### src/hdl/kdsup_pkg.sv
// ----------------------------------------------------------------------------
// kdsup_pkg
// Types shared by the keypoint duplicate suppression core and its cells.
// ----------------------------------------------------------------------------
package kdsup_pkg;

   localparam int unsigned RADIUS_W   = 6;
   localparam logic [RADIUS_W-1:0] RADIUS_RESET = 6'd7;

   // one input beat
   typedef struct packed {
      logic signed [15:0] in_x;
      logic signed [15:0] in_y;
      logic [31:0]        in_score;
      logic [15:0]        in_id;
      logic [2:0]         in_level;
      logic               in_last;
   } req_type;

   // one result beat
   typedef struct packed {
      logic signed [15:0] out_x;
      logic signed [15:0] out_y;
      logic [31:0]        out_score;
      logic [15:0]        out_id;
      logic [2:0]         out_level;
      logic               kept;
      logic               out_last;
   } rsp_type;

   // keypoint held at home in a cell
   typedef struct packed {
      logic signed [15:0] x;
      logic signed [15:0] y;
      logic [31:0]        score;
      logic [15:0]        id;
      logic [2:0]         level;
      logic               occ;
      logic               supp;
   } home_type;

   // keypoint circulating round the ring
   typedef struct packed {
      logic signed [15:0] x;
      logic signed [15:0] y;
      logic [31:0]        score;
      logic               valid;
   } travel_type;

   // per-cycle controls from the sequencer
   typedef struct packed {
      logic load;
      logic copy;
      logic cmp;
      logic shift;
   } cell_ctl_type;

endpackage

### src/hdl/kdsup_cell.sv
// ----------------------------------------------------------------------------
// kdsup_cell
// One ring cell: holds a home keypoint, checks the passing keypoint against
// its window and hands the passing keypoint to the next cell.
// ----------------------------------------------------------------------------
module kdsup_cell
   import kdsup_pkg::*;
(
   input  logic                clock,
   input  logic                reset,
   input  cell_ctl_type        ctl,
   input  req_type             req,
   input  logic [RADIUS_W-1:0] radius,
   input  travel_type          travel_in,
   output travel_type          travel_out,
   input  home_type            home_in,
   output home_type            home_out
);

   home_type   home_ff, home_in_c;
   travel_type travel_ff;

   logic signed [12:0] fx, fy, xlo_p, xhi_p, ylo_p, yhi_p;
   logic signed [16:0] xlo, xhi, ylo, yhi, tx, ty;
   logic               hit;

   // window bounds in 1/16 pixel
   always_comb begin
      fx    = $signed({2'b00, home_ff.x[14:4]});
      fy    = $signed({2'b00, home_ff.y[14:4]});
      xlo_p = fx - $signed({7'd0, radius});
      xhi_p = fx + $signed({7'd0, radius});
      ylo_p = fy - $signed({7'd0, radius});
      yhi_p = fy + $signed({7'd0, radius});
      xlo   = {xlo_p, 4'b0000};
      xhi   = {xhi_p, 4'b0000};
      ylo   = {ylo_p, 4'b0000};
      yhi   = {yhi_p, 4'b0000};
      tx    = {travel_ff.x[15], travel_ff.x};
      ty    = {travel_ff.y[15], travel_ff.y};
      hit   = travel_ff.valid && (ty >= ylo) && (ty <= yhi)
              && (tx > xlo) && (tx < xhi) && (home_ff.score < travel_ff.score);
   end

   // next home contents
   always_comb begin
      home_in_c = home_ff;
      if (ctl.load) begin
         home_in_c.x     = req.in_x;
         home_in_c.y     = req.in_y;
         home_in_c.score = req.in_score;
         home_in_c.id    = req.in_id;
         home_in_c.level = req.in_level;
         home_in_c.occ   = 1'b1;
         home_in_c.supp  = 1'b0;
      end else if (ctl.shift) begin
         home_in_c = home_in;
      end else if (ctl.cmp && hit) begin
         home_in_c.supp = 1'b1;
      end
   end

   always_ff @(posedge clock) begin
      if (reset) begin
         home_ff <= '0;
      end else begin
         home_ff <= home_in_c;
      end
   end

   // travelling keypoint
   always_ff @(posedge clock) begin
      if (reset) begin
         travel_ff.valid <= 1'b0;
      end else if (ctl.copy) begin
         travel_ff.x     <= home_ff.x;
         travel_ff.y     <= home_ff.y;
         travel_ff.score <= home_ff.score;
         travel_ff.valid <= home_ff.occ && !home_ff.x[15] && !home_ff.y[15];
      end else if (ctl.cmp) begin
         travel_ff <= travel_in;
      end
   end

   assign travel_out = travel_ff;
   assign home_out   = home_ff;

endmodule

### config.mk
export PLATFORM = sky130hd
export DESIGN_NAME = kdsup_cell
export DESIGN_NICKNAME = d
export VERILOG_FILES = /design/src/hdl/kdsup_pkg.sv /design/src/hdl/kdsup_cell.sv
export SDC_FILE = /design/constraint.sdc
export NUM_CORES = 1
export LEC_CHECK = 0
export ABC_AREA = 1
export BUFFER_PORTS_ARGS = -buffer_cell sky130_fd_sc_hd__buf_2
export CAP_MARGIN = 15
export CORE_AREA = 2 2 153 155
export DETAILED_ROUTE_END_ITERATION = 8
export DIE_AREA = 0 0 155 157
export GPL_TIMING_DRIVEN = 0
export PLACE_DENSITY_LB_ADDON = 0.25
export SYNTH_ARGS = -nofsm -noshare
export SYNTH_HDL_FRONTEND = slang
export SYNTH_SLANG_ARGS = --single-unit
### constraint.sdc
create_clock -name clock -period 4.4 [get_ports clock]
set_clock_uncertainty 0.05 [all_clocks]
set_input_delay 0.44 -clock clock [delete_from_list [all_inputs] [get_ports clock]]
set_output_delay 0.44 -clock clock [all_outputs]
set_load 0.01 [all_outputs]
# [Yosys cells after proc, flatten, opt, wreduce, memory -nomap -nowiden]
# Cells that the tools add are included.
[word_totals] reg_bits=150 input_bits=246 out_inout_bits=150 elab_cells=42
[classes] addsub=4 magnitude_cmp=5 muxes=6 bitwise_logic=1 n_reduce_logical=15
[op_table] operator="2-to-1 mux 65 bit" n=2
[op_table] operator="2-to-1 mux 85 bit" n=1
[op_table] operator="2-to-1 mux 84 bit" n=1
[op_table] operator="< comparator 32 bit" n=1
[op_table] operator="adder 11 x 6 -> 12 bit" n=2
[op_table] operator="subtractor 11 x 6 -> 12 bit" n=2
[op_table] operator="less-or-equal comparator 16 x 17 -> 1 bit" n=1
[op_table] operator="< comparator 16 x 17 -> 1 bit" n=1
[op_table] operator="greater-or-equal comparator 16 bit" n=1
[op_table] operator="> comparator 16 bit" n=1
[op_table] operator="logical AND 1 bit" n=8
[op_table] operator="nonzero test 2 bit" n=3
[op_table] operator="zero test 1 bit" n=2
[op_table] operator="2-to-1 mux 1 bit" n=2
[op_table] operator="AND reduction 2 bit" n=1
[op_table] operator="OR reduction 2 bit" n=1
[op_table] operator="NOT 1 bit" n=1

# [Longest topological paths before layout]
# Gate-level depths: netlist of run 1.
[logic_depth] depth_word=11 depth_mapped=24

# [Worst setup path before layout of run 1]
# OpenSTA, ideal clock, no wires.
[synth_timing] path_type="input to register" startpoint="input ctl[2] in the netlist's numbering" endpoint="register travel_ff (netlist bit travel_out[10]), enable pin" setup_time_ps=486 t_arrival_ps=3344 required_ps=3864 path_slack_ps=520 cell_stages=3 path_buffers=1 cell_sequence="buf_2 > nor2_1 > nor2_1"
[synth_between] elab_chain_len=2
[synth_rtl] item="start, declared" line_no="kdsup_cell.sv:11" text="input cell_ctl_type ctl,"
[synth_rtl] item="nonzero test 2 bit (no line)"
[synth_rtl] item="AND reduction 2 bit (no line)"
[synth_rtl] item="end signal, assigned" line_no="kdsup_cell.sv:81" text="travel_ff <= travel_in;"
[synth_rtl] item="end, declared" line_no="kdsup_cell.sv:21" text="travel_type travel_ff;"
# No other way between the ends.
# A chain may end at the register's enable or synchronous reset.

# [Worst setup path after layout of run 1]
[layout_timing] startpoint="register home_ff (netlist bit home_out[57])" endpoint="register home_ff (netlist bit home_out[0])"
[layout_between] elab_chain_len=9
[layout_rtl] item="start, declared" line_no="kdsup_cell.sv:20" text="home_type home_ff, home_in_c;"
[layout_rtl] item="start signal, assigned" line_no="kdsup_cell.sv:67" text="home_ff <= home_in_c;"
[layout_rtl] item="subtractor 11 x 6 -> 12 bit" line_no="kdsup_cell.sv:33" text="ylo_p = fy - $signed({7'd0, radius});"
[layout_rtl] item="greater-or-equal comparator 16 bit" line_no="kdsup_cell.sv:41" text="hit = travel_ff.valid && (ty >= ylo) && (ty <= yhi)"
[layout_rtl] item="logical AND 1 bit" line_no="kdsup_cell.sv:41"
[layout_rtl] item="logical AND 1 bit (*)" line_no="kdsup_cell.sv:41"
[layout_rtl] item="logical AND 1 bit (*) (3 in a row)" line_no="kdsup_cell.sv:42" text="&& (tx > xlo) && (tx < xhi) && (home_ff.score < travel_ff.score);"
[layout_rtl] item="logical AND 1 bit (*)" line_no="kdsup_cell.sv:58" text="end else if (ctl.cmp && hit) begin"
[layout_rtl] item="nonzero test 2 bit (no line) (*)"
# Mark *: on every way between the ends. The rest lies on a longest branch, timed or not.

==> results of run 1 <==
sequential cells by signal, summed over array words and instances, names as in the netlist:
register / cells
travel_out: 65
home_out: 85
metal layers:
layer | track usage [%] | up-vias | wire [um]
met5 | 0 | - | 13
met4 | 9.96 | 2 | 1010
met3 | 6.88 | 65 | 2830
met2 | 50.3 | 463 | 17600
met1 | 34.0 | 4788 | 14200
li1 | - | 5195 | -
worst register-to-register path, stage by stage, from the launching register on:
cell and delay, ns:
dfxtp_1 0.45, ha_1 0.23, inv_1 0.06, fa_1 0.40
o31ai_1 0.37, a21oi_1 0.14, o21ai_2 0.23, nand3_1 0.12
xor2_1 0.16, ha_1 0.31, nand2_1 0.08, inv_1 0.07
nand2_1 0.06, a21oi_1 0.13, nor2_1 0.05, nand2_1 0.06
nand2_1 0.05, nor2_1 0.21, nor2_1 0.08, nand4_1 0.11
a21oi_1 0.08
area by class of cell:
class | count | area (um2)
inverter | 221 | 830
timing repair buffer | 395 | 2010
buffer | 54 | 241
tap | 285 | 357
antenna | 7 | 17.5
clock buffer | 18 | 439
sequential | 150 | 3640
multi-input combinational | 954 | 5280
clock inverter | 14 | 129
fill | 2139 | 9550
through the flow:
stage,worst slack [ns],hold slack [ns]
5_1_grt,0.455,0.213
3_5_place_dp,0.666,0.459
2_1_floorplan,0.520,0.444
4_1_cts,0.806,0.207
3_3_place_gp,-1.39,0.449
6_report,0.810,0.216
final timing paths:
path                      from       endpoint  slack (ns)
hold / removal    travel_in[8]  travel_out[8]        0.22
hold reg to reg    home_out[1]    home_out[1]        0.46
setup reg to reg  home_out[57]    home_out[0]        0.81
setup / recovery  home_out[57]    home_out[0]        0.81
power groups by stage:
stage / registers (mW) / logic [mW] / clock network (mW)
after floorplan: 1.70 / 0.586 / 0
after global placement: 1.68 / 1.00 / 0
after detailed placement: 1.68 / 1.03 / 0
after CTS: 1.65 / 1.03 / 1.47
after global routing: 1.66 / 1.16 / 1.52
final: 1.65 / 1.03 / 1.46
cell families (layout without fill, tap and decap cells):
group	after synthesis	count (layout)	synth area share (%)
other cells	0	7	0
buf+inv	275	702	10.7
simple gates	666	666	27.1
flops	150	150	36.5
xor+xnor	33	33	2.89
fa+ha+maj	106	106	13.6
compound gates	149	149	9.22
layout by cell type (no fill, tap or decap), types with 2 or more instances in the layout:
cell type / instances
xor2_1: 30
a21oi_1: 44
ha_1: 102
clkbuf_16: 17
nand4_1: 11
o211ai_1: 37
a211oi_1: 2
inv_1: 217
xnor2_1: 3
inv_2: 3
o21ai_0: 47
nand2_1: 519
nor2_2: 2
nor2_1: 36
nor3_2: 2
buf_1: 2
dfxtp_1: 86
a21oi_2: 5
o21ai_2: 3
fa_1: 4
o21a_1: 3
nor3_1: 10
nand2_2: 9
diode_2: 7
inv_8: 5
inv_6: 6
clkbuf_1: 31
buf_2: 412
nor2_4: 2
edfxtp_1: 64
nand3_1: 67
buf_6: 2
o21bai_2: 3
nor4_1: 2
==> flow_metrics.env, run 1 <==
export IMPL_slowest_stage="dfxtp_1"
export IMPL_required_ns=4.67
export IMPL_initial_core_util_pct=44.4
export IMPL_cp_end_kind="flop"
export IMPL_ys_flop_type="dfxtp_1"
export IMPL_dp_hpwl_mm=28.5
export IMPL_async_flop_share_pct=0
export IMPL_fmax_mhz=279
export IMPL_grt_util_all_layers_pct=28.5
export IMPL_hold_path_class="primary input to flop"
export IMPL_r2r_cells=20
export IMPL_ys_warnings_count=0
export IMPL_htree_levels=4
export IMPL_clk_pin_slew_ns=0.07
export IMPL_die_x_um=155
export IMPL_rsz0062_at_grt="false"
export IMPL_cts_tree="done"
export IMPL_path_depth=20
export IMPL_rows=55
export IMPL_gp_congestion=0.906
export IMPL_avgRoutedWirePerCell_um=17.0
export IMPL_die_y_um=157
export IMPL_finalNetCount=2145
export IMPL_yosysSeqAreaShare_pct=36.5
export IMPL_ctsResizeCount=0
export IMPL_setup_violations=0
export IMPL_syn_nets=1731
export IMPL_peakVddDrop_mv=0.238
export IMPL_start_kind="flop"
export IMPL_arrival_ns=3.86
export IMPL_run_status="finished, final reports clean"
export IMPL_clkLatencyLatePin_ns=0.43
export IMPL_syn2layout_area_growth_pct=29.7
export IMPL_drtIter0Drc=497
export IMPL_yosys_top_cells_area="nand2_1, edfxtp_1, dfxtp_1, ha_1, inv_1"
export IMPL_coreArea_mm2=0.0225
export IMPL_worstHoldPathCells=3
export IMPL_ys_types=42
export IMPL_grt_ovfl_total=0
export IMPL_worst_pin_slew_ns=0.808
export IMPL_fin_util_pct=57.6
export IMPL_synth_seq_cells=150
export IMPL_grt_pass1_wl_mm=52.8
export IMPL_synth_area_mm2=0.00999
export IMPL_antenna_found_initial=8
export IMPL_first_pass_iters=5
export IMPL_portBuffers=393
export IMPL_grt_max_degree=26
export IMPL_synth_top_area_share_pct=19.5
export IMPL_p_int_mw=2.75
export IMPL_root_buffer="clkbuf_16"
export IMPL_drive_gt1_share_pct=26.7
export IMPL_switching_share_pct=33.6
export IMPL_path_buf_inv=2
export IMPL_fin_crit_sh_pct=81.6
export IMPL_grt_pass1_vias=10000
export IMPL_share_comb_of_total_power_pct=24.9
export IMPL_dp_cells=2059
export IMPL_cpLargestDelayFamily="compound AO/OA/AOI/OAI gates"
export IMPL_max_slew_margin_pct=46.1
export IMPL_dieArea_mm2=0.0243
export IMPL_path_max_fanout=4
export IMPL_synth_edff_count=64
export IMPL_clock_sink_count=150
export IMPL_max_cap_violations=0
export IMPL_finalHoldViolCount=0
export IMPL_path_class="flop to flop"
export IMPL_ioPinCount=396
export IMPL_cts_buffer_depth=2
export IMPL_ctsHoldBuffers=0
export IMPL_switchingPower_mw=1.39
export IMPL_routed_wl_mm=35.7
export IMPL_max_stage_delay_ns=0.45
export IMPL_finalSetupTns_ns=0
export IMPL_antenna_left=0
export IMPL_dpl_cell_area_mm2=0.0124
export IMPL_stdcell_count=2098
export IMPL_cts_made_buffers=17
export IMPL_vias_per_cell=5.01
export IMPL_postCtsSetupRepairBufs=0
export IMPL_powerDensity_mw_per_mm2=319
export IMPL_fin_area_mm2=0.0130
export IMPL_fin_crit_ns=3.59
export IMPL_slew_viol_final=0
export IMPL_drc=0
export IMPL_synth_most_common_cell="nand2_1"
export IMPL_yosysTopAreaCell="nand2_1"
export IMPL_seqPwrFrac_pct=39.8
export IMPL_yosys_top_cells_count="nand2_1, inv_1, ha_1"
export IMPL_p_clk_share_pct=35.3
export IMPL_avgSynthCellArea_um2=7.24
export IMPL_path_cells="ha_1, inv_1, fa_1, o31ai_1, a21oi_1, o21ai_2, nand3_1, xor2_1, ha_1, nand2_1, inv_1, nand2_1, a21oi_1, nor2_1, nand2_1, nand2_1, nor2_1, nor2_1, nand4_1, a21oi_1"
export IMPL_dr_total_vias=10500
export IMPL_syn_inst=1379
export IMPL_power_total_mw=4.14
export IMPL_cp_common_cell="nand2_1"
export IMPL_p_leak_nw=7.33
Note: power is estimated with default switching activity, not from simulation.
==> inputs of run 2 (changes only) <==
Settings changed: CORE_AREA 2 2 153 155 to unset, CORE_MARGIN set to 2, CORE_UTILIZATION set to 45, DIE_AREA 0 0 155 157 to unset.
Clock period 4.4 ns to 3.2 ns, I/O delays scaled along.
==> run 2 against run 1 <==
  * Clock power increased by 38%
  * Sequential share of layout area decreased by 0.67 points
  * Register-to-register slack got worse by 0.79 ns
  * Global-route usage increased by 1.9 points
  * Fmax increased by 13%
  * Sequential cell count unchanged
  * Critical path depth decreased by 2
  * Combinational power increased by 49%
  * Total power increased by 41%
  * Hold slack got worse by 0.11 ns
  * Sequential power increased by 38%
  * Critical endpoint unchanged
  * Highest routed layer unchanged
==> flow_metrics.env, run 2 (synthesized netlist as in run 1, its figures left out) <==
export IMPL_portBuffers=393
export IMPL_dr_total_vias=10700
export IMPL_hold_path_class="primary input to flop"
export IMPL_fin_crit_sh_pct=99.2
export IMPL_pre_cts_slack_ns=-0.327
export IMPL_ioPinCount=396
export IMPL_max_cap_violations=0
export IMPL_max_slew_margin_pct=44.5
export IMPL_rows=54
export IMPL_cp_end_kind="flop"
export IMPL_dieArea_mm2=0.0234
export IMPL_first_pass_iters=5
export IMPL_path_class="flop to flop"
export IMPL_r2r_start="home_out[57]"
export IMPL_endpoint="home_out[0]"
export IMPL_worst_r2r_endpoint="home_out[0]"
export IMPL_grt_ovfl_total=0
export IMPL_path_max_fanout=4
export IMPL_required_ns=3.51
export IMPL_grt_pass1_wl_mm=55.0
export IMPL_cts_made_buffers=17
export IMPL_drive_gt1_share_pct=29.9
export IMPL_grt_pass1_vias=10100
export IMPL_finalHoldViolCount=0
export IMPL_gp_congestion=0.921
export IMPL_fmax_mhz=315
export IMPL_worst_slack_ns=0.0246
export IMPL_r2r_cells=18
export IMPL_vias_per_cell=5.05
export IMPL_syn2layout_area_growth_pct=33.3
export IMPL_largest_register_ffs=85
export IMPL_hold_slack_ns=0.101
export IMPL_cp_startpoint="home_out[57]"
export IMPL_reg2reg_slack_ns=0.02
export IMPL_dp_hpwl_mm=28.7
export IMPL_clk_pin_slew_ns=0.07
export IMPL_routed_wl_mm=36.9
export IMPL_avgRoutedWirePerCell_um=17.5
export IMPL_mostFrequentLayoutCell="nand2_1"
export IMPL_p_leak_nw=7.48
export IMPL_drc=0
export IMPL_die_x_um=153
export IMPL_grt_max_degree=27
export IMPL_start_kind="flop"
export IMPL_finalNetCount=2165
export IMPL_rsz0062_at_grt="true"
export IMPL_root_buffer="clkbuf_16"
export IMPL_run_status="finished, final reports clean"
export IMPL_drtIter0Drc=654
export IMPL_slew_viol_final=0
export IMPL_ctsHoldBuffers=0
export IMPL_coreArea_mm2=0.0218
export IMPL_die_y_um=153
export IMPL_arrival_ns=3.48
export IMPL_htree_levels=4
export IMPL_setup_violations=0
export IMPL_fin_area_mm2=0.0133
export IMPL_clkLatencyLatePin_ns=0.43
export IMPL_initial_core_util_pct=45.8
export IMPL_clock_sink_count=150
export IMPL_antenna_left=0
export IMPL_grt_util_all_layers_pct=30.5
export IMPL_cts_buffer_depth=2
export IMPL_dpl_cell_area_mm2=0.0124
export IMPL_cts_tree="done"
export IMPL_peakVddDrop_mv=0.330
export IMPL_fin_crit_ns=3.18
export IMPL_worst_pin_slew_ns=0.832
export IMPL_powerDensity_mw_per_mm2=437
export IMPL_antenna_found_initial=6
export IMPL_layout_common_cells="nand2_1, buf_2, inv_1"
==> run 2: cell count changes in the layout (fill, tap and decap cells not counted), moves of 6 or more <==
| cell | change |
|---|---|
| ha_1 | -6 |
| ha_4 | +6 |
| inv_1 | -6 |
| a21oi_1 | -6 |
| nand2_1 | -7 |
| nand2_2 | +6 |
| buf_4 | +20 |
==> run 2: final cells by class <==
cell class | instances | area, um2
inverters | 221 | 832
clock inverters | 13 | 105
multi-input cells | 954 | 5480
plain buffers | 54 | 241
fillers | 2066 | 8510
clock buffers | 19 | 475
flip-flops and latches | 150 | 3650
repair buffers | 415 | 2160
diodes | 5 | 12.5
well taps | 280 | 350
==> run 2: layer usage <==
layer  wire length, um  part of all wire [%]  global-route usage, %  up-vias
met5                13                 0.035                      0        -
met4              1280                   3.5                   12.0        2
met3              2580                   7.0                   5.53       87
met2             18200                    49                   54.0      434
met1             14800                    40                   36.5     4895
li1                  -                     -                      -     5239
==> run 2: timing repair <==
action / in CTS / in global routing
gates resized for setup: 21 / 34
gates cloned: 0 / 0
buffers inserted: 4 / 16
pin swaps: 11 / 38
setup endpoints to repair: 1 / 1
==> run 2: worst max-delay path: stages, from the launching register on <==
cell and delay, ns:
dfxtp_4 0.40, ha_4 0.16, inv_2 0.04, fa_2 0.38, o31ai_4 0.28, a21oi_2 0.09, o21ai_2 0.20, nand3_2 0.09
xor2_1 0.16, ha_1 0.35, a21oi_2 0.20, a21oi_2 0.08, nor2_1 0.11, nand2_1 0.05, nand2_1 0.06, nor2_2 0.05
nor2_1 0.08, nand4_1 0.14, a21oi_1 0.14
==> run 2: power by group <==
group	switching, mW	internal (mW)
Clock	0.912	1.11
Combinational	0.893	0.632
Sequential	0.129	2.14
==> run 2: how the worst min path moves through the flow <==
stage / end / depth (start not counted) / slack (ns) / start
final: travel_out[55] / 3 / 0.10 / travel_in[55]
after global routing: travel_out[31] / 3 / 0.10 / travel_in[31]
after CTS: travel_out[0] / 2 / 0.09 / reset
after floorplan: travel_out[0] / 1 / 0.34 / reset
after detailed placement: home_out[1] / 2 / 0.45 / home_out[1]
after global placement: home_out[1] / 2 / 0.42 / home_out[1]
==> run 2: per-stage QoR <==
| stage | setup TNS [ns] | std cells | power, mW | util [%] |
|---|---|---|---|---|
| 5_1_grt | -0.173 | 2108 | 6.10 | 61.0 |
| 3_3_place_gp | -47.79 | 2052 | 3.69 | 56.4 |
| 6_report | 0 | 2111 | 5.82 | 61.0 |
| 4_1_cts | 0 | 2090 | 5.75 | 59.7 |
| 2_1_floorplan | 0 | 1379 | 3.14 | - |
| 3_5_place_dp | -0.327 | 2054 | 3.73 | 56.6 |
==> inputs of run 3 (changes only) <==
Settings changed: MAX_ROUTING_LAYER set to met4.
==> run 3 against run 2 <==
  * Sequential cell count did not move
  * Sequential share of layout area rose by 0.083 points
  * Fmax rose by 0.30%
  * Register-to-register slack barely moved
  * Final area fell by 0.30%
  * Hold slack improved by 0.0024 ns
  * Via count fell by 1.0%
  * Combinational power barely moved
  * First-iteration DRC count rose by 3.1%
==> flow_metrics.env, run 3 (synthesized netlist as in run 1, its figures left out) <==
export IMPL_cts_made_buffers=17
export IMPL_fin_crit_ns=3.17
export IMPL_largest_register_ffs=85
export IMPL_clock_sink_count=150
export IMPL_grt_pass1_vias=10200
export IMPL_required_ns=3.51
export IMPL_rows=54
export IMPL_ioPinCount=396
export IMPL_dieArea_mm2=0.0234
export IMPL_worst_pin_slew_ns=0.890
export IMPL_cts_tree="done"
export IMPL_worst_slack_ns=0.0341
export IMPL_r2r_start="home_out[57]"
export IMPL_avgRoutedWirePerCell_um=17.5
export IMPL_arrival_ns=3.47
export IMPL_worstHoldPathCells=2
export IMPL_hold_slack_ns=0.104
export IMPL_peakVddDrop_mv=0.368
export IMPL_stdcell_count=2104
export IMPL_start_kind="flop"
export IMPL_fin_crit_sh_pct=98.9
export IMPL_p_leak_nw=7.46
export IMPL_cp_startpoint="home_out[57]"
export IMPL_drc=0
export IMPL_antenna_found_initial=5
export IMPL_die_x_um=153
export IMPL_drive_gt1_share_pct=29.5
export IMPL_root_buffer="clkbuf_16"
export IMPL_max_cap_violations=0
export IMPL_r2r_cells=20
export IMPL_worst_r2r_endpoint="home_out[0]"
export IMPL_finalHoldViolCount=0
export IMPL_ctsHoldBuffers=0
export IMPL_power_total_mw=5.91
export IMPL_rsz0062_at_grt="true"
export IMPL_first_pass_iters=4
export IMPL_powerDensity_mw_per_mm2=445
export IMPL_dr_total_vias=10600
export IMPL_gp_congestion=0.955
export IMPL_clkLatencyLatePin_ns=0.43
export IMPL_path_class="flop to flop"
export IMPL_vias_per_cell=5.01
export IMPL_hold_path_class="primary input to flop"
export IMPL_initial_core_util_pct=45.8
export IMPL_htree_levels=4
export IMPL_die_y_um=153
export IMPL_dp_hpwl_mm=28.9
export IMPL_clk_pin_slew_ns=0.07
export IMPL_path_max_fanout=4
export IMPL_reg2reg_slack_ns=0.03
export IMPL_portBuffers=393
export IMPL_cp_end_kind="flop"
export IMPL_grt_pass1_wl_mm=55.1
export IMPL_drtIter0Drc=674
export IMPL_setup_violations=0
export IMPL_grt_util_all_layers_pct=31.3
export IMPL_routed_wl_mm=36.7
export IMPL_run_status="finished, final reports clean"
export IMPL_slew_viol_final=0
export IMPL_coreArea_mm2=0.0218
export IMPL_pre_cts_slack_ns=-0.299
export IMPL_cts_buffer_depth=2
export IMPL_grt_ovfl_total=0
export IMPL_layout_common_cells="nand2_1, buf_2, inv_1"
export IMPL_fmax_mhz=316
export IMPL_syn2layout_area_growth_pct=32.9
export IMPL_endpoint="home_out[0]"
export IMPL_mostFrequentLayoutCell="nand2_1"
export IMPL_finalNetCount=2158
export IMPL_grt_max_degree=27
export IMPL_dp_cells=2054
export IMPL_antenna_left=0
export IMPL_fin_util_pct=60.8
export IMPL_max_slew_margin_pct=40.6
run 3: changes by cell type in the layout (fill, tap and decap cells not counted), sizes merged:
cell,previous run,this run
inv,229,231
buf,438,431
clkbuf,50,52
clkinv,5,1
run 3: power by group:
group	internal (mW)	switching, mW
Combinational	0.620	0.887
Sequential	2.14	0.130
Clock	1.20	0.934
Total	3.96	1.95
run 3: what timing repair did:
item | CTS | global route
gates resized for setup | 28 | 22
endpoints found under the setup margin | 1 | 1
pin swaps | 20 | 25
setup buffers | 8 | 5
run 3: area by class of cell:
cell class,instances,area (um2)
fillers,2072,8550
multi-input cells,954,5450
flip-flops and latches,150,3650
repair buffers,408,2110
inverters,221,830
clock buffers,21,514
well taps,280,350
plain buffers,54,241
clock inverters,11,106
diodes,5,12.5
run 3: worst min path at each step:
stage	start	end	slack, ns
finish	reset	travel_out[0]	0.10
global route	travel_in[21]	travel_out[21]	0.10
CTS	reset	travel_out[0]	0.08
detailed placement	home_out[1]	home_out[1]	0.43
global placement	home_out[1]	home_out[1]	0.42
floorplan	reset	travel_out[0]	0.34
run 3: critical path: stages (launching register included):
cell and delay, ns:
dfxtp_4 0.40, ha_4 0.15, inv_2 0.04, fa_2 0.39, o31ai_4 0.29, a21oi_2 0.10, o21ai_2 0.20, nand3_1 0.11
xor2_1 0.16, ha_1 0.35, nand2_2 0.10, inv_2 0.05, nand2_2 0.05, a21oi_2 0.05, nor2_1 0.10, nand2_1 0.06
nand2_1 0.07, nor2_2 0.05, nor2_1 0.08, nand4_1 0.12, a21oi_1 0.14
run 3: through the flow:
stage          TNS, ns  instance area, um2
2_1_floorplan        0                9990
3_3_place_gp    -50.16               12300
3_5_place_dp    -0.299               12400
4_1_cts              0               13100
5_1_grt         -0.190               13300
6_report             0               13300
run 3: layer usage:
| metal | vias up | share of wire (%) | GRT usage [%] |
|---|---|---|---|
| met2 | 438 | 50 | 54.7 |
| li1 | 5224 | - | - |
| met1 | 4821 | 41 | 36.6 |
| met3 | 67 | 6.2 | 5.47 |
| met4 | 0 | 2.9 | 9.83 |
| met5 | - | 0 | - |
